## config.mk

```make
export PLATFORM = sky130hd
export DESIGN_NAME = gbm_queue
export DESIGN_NICKNAME = d
export VERILOG_FILES = /design/src/hdl/gbm_pkg.sv /design/src/hdl/gbm_queue.sv
export SDC_FILE = /design/constraint.sdc
export NUM_CORES = 1
export LEC_CHECK = 0
export ABC_AREA = 1
export BUFFER_PORTS_ARGS = -buffer_cell sky130_fd_sc_hd__buf_2
export CORE_MARGIN = 8
export CORE_UTILIZATION = 57
export CTS_CLUSTER_DIAMETER = 150
export DETAILED_ROUTE_END_ITERATION = 10
export PLACE_DENSITY = 0.79
export SKIP_CTS_REPAIR_TIMING = 1
export SLEW_MARGIN = 20
export SYNTH_ARGS = -nofsm -noshare
export SYNTH_HDL_FRONTEND = slang
export SYNTH_SLANG_ARGS = --single-unit
export TNS_END_PERCENT = 20
```

## constraint.sdc

```tcl
create_clock -name i_clk -period 3.4 [get_ports i_clk]
set_clock_uncertainty 0.05 [all_clocks]
set_input_delay 0.68 -clock i_clk [delete_from_list [all_inputs] [get_ports i_clk]]
set_output_delay 0.68 -clock i_clk [all_outputs]
set_load 0.03 [all_outputs]
```

## src/hdl/gbm_pkg.sv

```systemverilog
// shared types and constants for the geometric brownian motion step unit
// no dependencies
`timescale 1ns / 1ps

package gbm_pkg;

    localparam int STEP_INDEX_BITS   = 16;
    localparam int QUEUE_DEPTH_DEF   = 4;
    localparam int TAYLOR_TERMS      = 12;

    localparam logic [1:0] CFG_DRIFT       = 2'd0;
    localparam logic [1:0] CFG_VOLATILITY  = 2'd1;
    localparam logic [1:0] CFG_START_VALUE = 2'd2;

    localparam logic [31:0] START_VALUE_RST = 32'h0001_0000;

    // log2(e) and ln(2) in q.30
    localparam logic [30:0] LOG2E_Q30   = 31'd1549082005;
    localparam logic [29:0] LN2_Q30     = 30'd744261118;
    // 2048.0 and 24.0 in q.28
    localparam logic [39:0] DRIFT_CLAMP = 40'h80_0000_0000;
    localparam logic [32:0] EXP_CLAMP   = 33'h1_8000_0000;
    localparam logic [30:0] ONE_Q30     = 31'h4000_0000;

    typedef struct packed {
        logic [STEP_INDEX_BITS-1:0] step_index;
        logic signed [31:0]         brownian_value;
    } t_in_item;

    typedef struct packed {
        logic [31:0] price;
        logic        overflow;
    } t_out_item;

    typedef struct packed {
        logic signed [31:0] drift;
        logic [30:0]        volatility;
        logic [31:0]        start_value;
    } t_cfg;

    // exponent split into integer and fraction of a power of two
    typedef struct packed {
        logic signed [6:0] exp_int;
        logic [27:0]       exp_frac;
    } t_exp_item;

    typedef struct packed {
        logic [29:0]       z;
        logic signed [6:0] exp_int;
        logic [30:0]       sum;
        logic [30:0]       term;
        logic [29:0]       p;
        logic [29:0]       q0;
    } t_tay;

endpackage

```

## src/hdl/gbm_queue.sv

```systemverilog
// small queue between the front and back sections
// depends on gbm_pkg
`timescale 1ns / 1ps

module gbm_queue import gbm_pkg::*; #(
    parameter int DEPTH = QUEUE_DEPTH_DEF
) (
    input  logic      i_clk,
    input  logic      i_rst_n,
    input  logic      i_push_valid,
    input  t_exp_item i_push_item,
    output logic      o_push_stall,
    output logic      o_pop_valid,
    output t_exp_item o_pop_item,
    input  logic      i_pop_stall
);

    localparam int AW = (DEPTH > 1) ? $clog2(DEPTH) : 1;
    localparam int CW = $clog2(DEPTH + 1);
    localparam logic [AW-1:0] LAST = AW'(DEPTH - 1);

    t_exp_item     r_mem [DEPTH];
    logic [AW-1:0] r_wr;
    logic [AW-1:0] r_rd;
    logic [CW-1:0] r_count;
    logic          w_push;
    logic          w_pop;

    assign o_push_stall = (r_count == CW'(DEPTH));
    assign o_pop_valid  = (r_count != '0);
    assign o_pop_item   = r_mem[r_rd];
    assign w_push       = i_push_valid && !o_push_stall;
    assign w_pop        = o_pop_valid && !i_pop_stall;

    always_ff @(posedge i_clk) begin
        if (w_push) begin
            r_mem[r_wr] <= i_push_item;
        end
    end

    always_ff @(posedge i_clk) begin
        if (!i_rst_n) begin
            r_wr    <= '0;
            r_rd    <= '0;
            r_count <= '0;
        end else begin
            if (w_push) begin
                r_wr <= (r_wr == LAST) ? '0 : r_wr + 1'b1;
            end
            if (w_pop) begin
                r_rd <= (r_rd == LAST) ? '0 : r_rd + 1'b1;
            end
            if (w_push && !w_pop) begin
                r_count <= r_count + 1'b1;
            end else if (w_pop && !w_push) begin
                r_count <= r_count - 1'b1;
            end
        end
    end

`ifndef SYNTH
    a_count_bound: assert property (@(posedge i_clk) disable iff (!i_rst_n)
        r_count <= CW'(DEPTH))
        else $error("queue count beyond depth");

    a_count_up: assert property (@(posedge i_clk) disable iff (!i_rst_n)
        w_push && !w_pop |=> r_count == $past(r_count) + 1'b1)
        else $error("queue count did not follow push");
`endif

endmodule

```

Yosys cells after proc, flatten, opt, wreduce, memory -nomap -nowiden
Memory sizes are Yosys's and may differ from the RTL's. A register that Yosys moved wholly into a read port is not among the register bits.
Cells that the tools add are included.
{"block": "word_totals", "reg_bits": 7, "ram_bits": 140, "inputBits": 39, "n_memories": 1}
{"block": "op_classes", "add_sub_neg": 4, "n_eq_ne": 3, "n_mux": 8, "reduce_logical": 10}
{"name": "r_mem", "depth": 4, "width": 35, "read_ports": 1, "rd_ports_with_merged_regs": 1, "write_ports": 1, "line": "gbm_queue.sv:22", "source": "t_exp_item r_mem [DEPTH];"}
{"cell": "2-bit 2-to-1 mux", "count": 4}
{"cell": "3-bit 2-to-1 mux", "count": 2}
{"cell": "2-bit by 1-bit adder with 2-bit output (second input constant)", "count": 2}
{"cell": "2-bit == test (second input constant)", "count": 2}
{"cell": "1-bit logical AND", "count": 4}
{"cell": "1-bit zero test", "count": 4}
{"cell": "3-bit by 1-bit adder with 3-bit output (second input constant)", "count": 1}
{"cell": "3-bit == test (second input constant)", "count": 1}
{"cell": "3-bit nonzero test", "count": 1}
{"cell": "3-bit by 1-bit subtractor with 3-bit output (second input constant)", "count": 1}
{"cell": "1-bit 2-to-1 mux", "count": 2}
{"cell": "2-bit nonzero test", "count": 1}

Longest topological paths before layout
{"block": "logic_depth", "word_depth": 7, "depth_mapped": 13, "mapped_depth_nobuf": 13}

Least setup slack after synthesis
Ideal clock, no wire load.
{"block": "synth_path", "path_type": "input to register", "startpoint": "in i_push_valid", "endpoint": "mem r_mem[0][0] (netlist bit), enable pin", "t_arrival_ns": 2.272, "t_required_ns": 2.923, "slack_ns": 0.651, "cell_stages": 2, "n_path_buf": 0, "cell_sequence": "nand2_1 -> nor2_1"}
{"block": "synth_between", "elab_chain_len": 3}
{"element": "start: declaration", "line": "gbm_queue.sv:10", "source": "input logic i_push_valid,"}
{"element": "1-bit logical AND", "line": "gbm_queue.sv:32", "source": "assign w_push = i_push_valid && !o_push_stall;"}
{"element": "1-bit 2-to-1 mux", "line": "gbm_queue.sv:36", "source": "if (w_push) begin"}
{"element": "1-bit 2-to-1 mux (implied by the code)", "line": "gbm_queue.sv:37", "source": "r_mem[r_wr] <= i_push_item;"}
{"element": "end: declaration", "line": "gbm_queue.sv:22"}
Every way passes these cells.

==> summary.md <==
| Metric | Value |
|---|---|
| Synth Flop Type | edfxtp_1 |
| Syn nets | 455 |
| Sequential-to-total area share from yosys stat | ~77% |
| Post-synth EDFFs | between 100 and 150 |
| Row count | 36 |
| Worst path arrival time | roughly 2.2 ns |
| R2r startpoint | r_count[1]$_SDFFE_PN0P_ |
| Initial antenna violation count | 0 |
| GRT Total Usage | between 10% and 20% |
| Worst-case reg-to-reg path depth | 9 |
| Top post-synthesis cells by area | edfxtp_1 (74%), nor2_1 (5.6%), o21ai_0 (4.5%), o22ai_1 (3.9%), dfxtp_1 (3.2%) |
| Post-synth top cells | edfxtp_1 (140), nor2_1 (84), o21ai_0 (51) |
| Multi-input gate area | between 0.001 and 0.0015 mm^2 |
| Mean Syn Cell Area | between 10 and 15 um^2 |
| Worst-Skew Late Latency | between 0.5 and 0.6 ns |
| Worst rel slew slack | between 50% and 60% |
| ANT cells | 0 |
| FF/Latch Area | 0.00439 mm^2 |
| DR DRC count | 0 |
| Hold Path Depth | 1 |
| Max IR drop VDD | ~0.48 mV |
| Area delta synth->final | 20.0% |
| Largest net degree at the start of global routing | 71 |
| Synth Area in Adders | between 1.5 and 2% |
| Asr flop ratio synth | 0% |
| Synth Cell Area | 0.00568 mm^2 |
| # fillers | ~660 |
| Routability cong. | between 0.7 and 0.8 |
| TritonCTS Buffers | 17 |
| P_leak | about 2.5 nW |
| Layout cells sized above 1 | between 20% and 30% |
| Final Cycle Share | 85.4% |
| Final ANT Viol Nets | 0 |
| CTS tree | yes |
| Root Buffer | clkbuf_8 |
| Synth Warn # | 0 |
| Worst-Margin Slew | between 0.6 and 0.7 ns |
| Main combinational cell family by area after synthesis | compound AO/OA/AOI/OAI gates |
| Total Power | about 6.0 mW |
| Clock slew at reported path FFs | around 0.06 ns |
| Nature of the critical path endpoint | output pin |
| Core Util, Final | between 70 and 80% |
| HP Class | primary input to flop |
| Setup TNS | 0 ns |
| # nets final | around 540 |
| Die Wd | approximately 120 um |
| Initial DRT Pass Iterations | 4 |
| Count of cell types in the netlist | 19 |
| Post-Layout Cell Count | between 600 and 700 |
| DRT iter0 DRCs | about 220 |
| Highest fanout seen on the critical path | 70 |
| Simple-gate share of the synthesized area | ~7% |
| CTS HTree Levels | 4 |
| Unrepaired setup endpoints after global routing | false |
| Synth top area share | about three quarters |
| First-pass GRT wire length | around 18000 um |
| WP data required | about 2.7 ns |
| Hold Vio Cnt, Final | 0 |
| WL final | 11200 um |
| Vias | between 3000 and 4000 |
| Inst Count DP | around 610 |
| Max-Cap Viols | 0 |
| Chip height | about 120 um |
| Vias in the first global route | about 3600 |
| Detailed placement HPWL | ~7000 um |
| Post-synthesis mux area share | 0% |
| Wire per inst | about 18 um |
| DR vias/cell | 5.49 |
| Seq cells post-synth | about 150 |
| Hold Startpoint | i_push_item[31] |
| Worst Setup Start Kind | flop |
| Initial core utilization | between 50% and 60% |
| Syn Inst Count | ~410 |
| Clk sinks | between 100 and 150 |
| Most frequent cell after synthesis | edfxtp_1 |
| Final setup viols | 0 |
| Post-Synth XOR/XNOR Area | 0% |
| Die footprint | between 0.01 and 0.015 mm^2 |
| I/O Buffers | 75 |
| Global route overflow | 0 |
| Core area | between 0.009 and 0.01 mm^2 |
| Power Density | between 800 and 900 mW/mm^2 |
| I/O pins | 76 |
| Largest area contributor in the netlist | edfxtp_1 |
| Fin. max-slew vios | 0 |
| Run status | complete, no violations |
| Post-synthesis compound-gate area fraction | between 10% and 20% |
| Longest Clk Path Bufs | 2 |
| Highest clock rate | approximately 340 MHz |
| Fin crit period | a little under 3 ns |
| Kind of critical path | flop to output pin |
## metal layers
metal	up-vias	share of wire [%]	global-route usage [%]
met4	0	1.6	7.00
met5	-	0	0
met1	1667	40	20.1
li1	1681	-	-
met2	138	51	30.6
met3	17	7.1	4.69
## cell usage in the layout, fill, tap and decap left out
| cell type | Yosys | layout |
|---|---|---|
| edfxtp_1 | 140 | 140 |
| clkinvlp_4 | 0 | 4 |
| dfxtp_2 | 0 | 1 |
| inv_1 | 16 | 16 |
| nor2_1 | 84 | 80 |
| fa_1 | 1 | 1 |
| clkbuf_16 | 0 | 16 |
| o21ai_0 | 51 | 51 |
| a21oi_1 | 4 | 4 |
| inv_2 | 1 | 1 |
| ha_1 | 6 | 6 |
| inv_4 | 1 | 1 |
| o21ai_1 | 21 | 21 |
| nand3b_1 | 2 | 2 |
| clkinv_1 | 0 | 1 |
| buf_4 | 8 | 10 |
| nor2_4 | 0 | 4 |
| nand2_1 | 14 | 14 |
| nand4_1 | 1 | 1 |
| inv_6 | 0 | 3 |
| o22ai_1 | 35 | 35 |
| clkinv_4 | 0 | 2 |
| clkbuf_8 | 0 | 1 |
| clkinv_2 | 0 | 1 |
| buf_2 | 12 | 75 |
| bufinv_16 | 0 | 4 |
| nand3_1 | 2 | 2 |
| dfxtp_1 | 9 | 8 |
## critical path: stages (launching register included)
cell and delay, ns:
dfxtp_2 0.44, inv_4 0.54, o21ai_0 0.18, o22ai_1 0.21
buf_2 0.24
## logic make-up (layout without fill, tap and decap cells)
group / Yosys count / count (layout)
buffers and inverters: 39 / 135
and+or+nand+nor: 103 / 103
DFF: 149 / 149
adders and majority gates: 7 / 7
AOI/OAI and AO/OA: 111 / 111
## path summary, 6_finish.rpt
check	to	slack, ns
max	o_pop_item[6]	0.50
min	r_mem[3][31]$_DFFE_PP_	0.32
max reg2reg	r_count[1]$_SDFFE_PN0P_	1.19
min reg2reg	r_count[0]$_SDFFE_PN0P_	0.46
## metrics by stage
stage / setup WS [ns] / hold slack, ns / instance area, um^2
after floorplan: 0.651 / 0.430 / 5680
after global placement: 1.08 / 0.444 / 6200
after detailed placement: 0.986 / 0.456 / 6200
after CTS: 0.438 / 0.306 / 6810
after global routing: 0.314 / 0.314 / 6810
final: 0.498 / 0.320 / 6810
## where the power goes
part	switching (mW)	internal, mW
combinational	1.29	0.475
sequential	0.0887	2.24
clock	0.713	1.20
total	2.09	3.91
## flip-flops by register name (all words and copies together) (netlist names), named ones only
name and count:
r_count 3, r_mem 140, r_rd 2, r_wr 2
## final cells by class
cell class | count | share of cell area [%]
multi-input cells | 221 | 16.5
inverters | 18 | 1.03
flip-flops and latches | 149 | 64.4
clock inverters | 15 | 2.98
repair buffers | 85 | 6.61
well taps | 133 | 2.44
clock buffers | 17 | 6.08
Power figures use the tool's default switching activity.
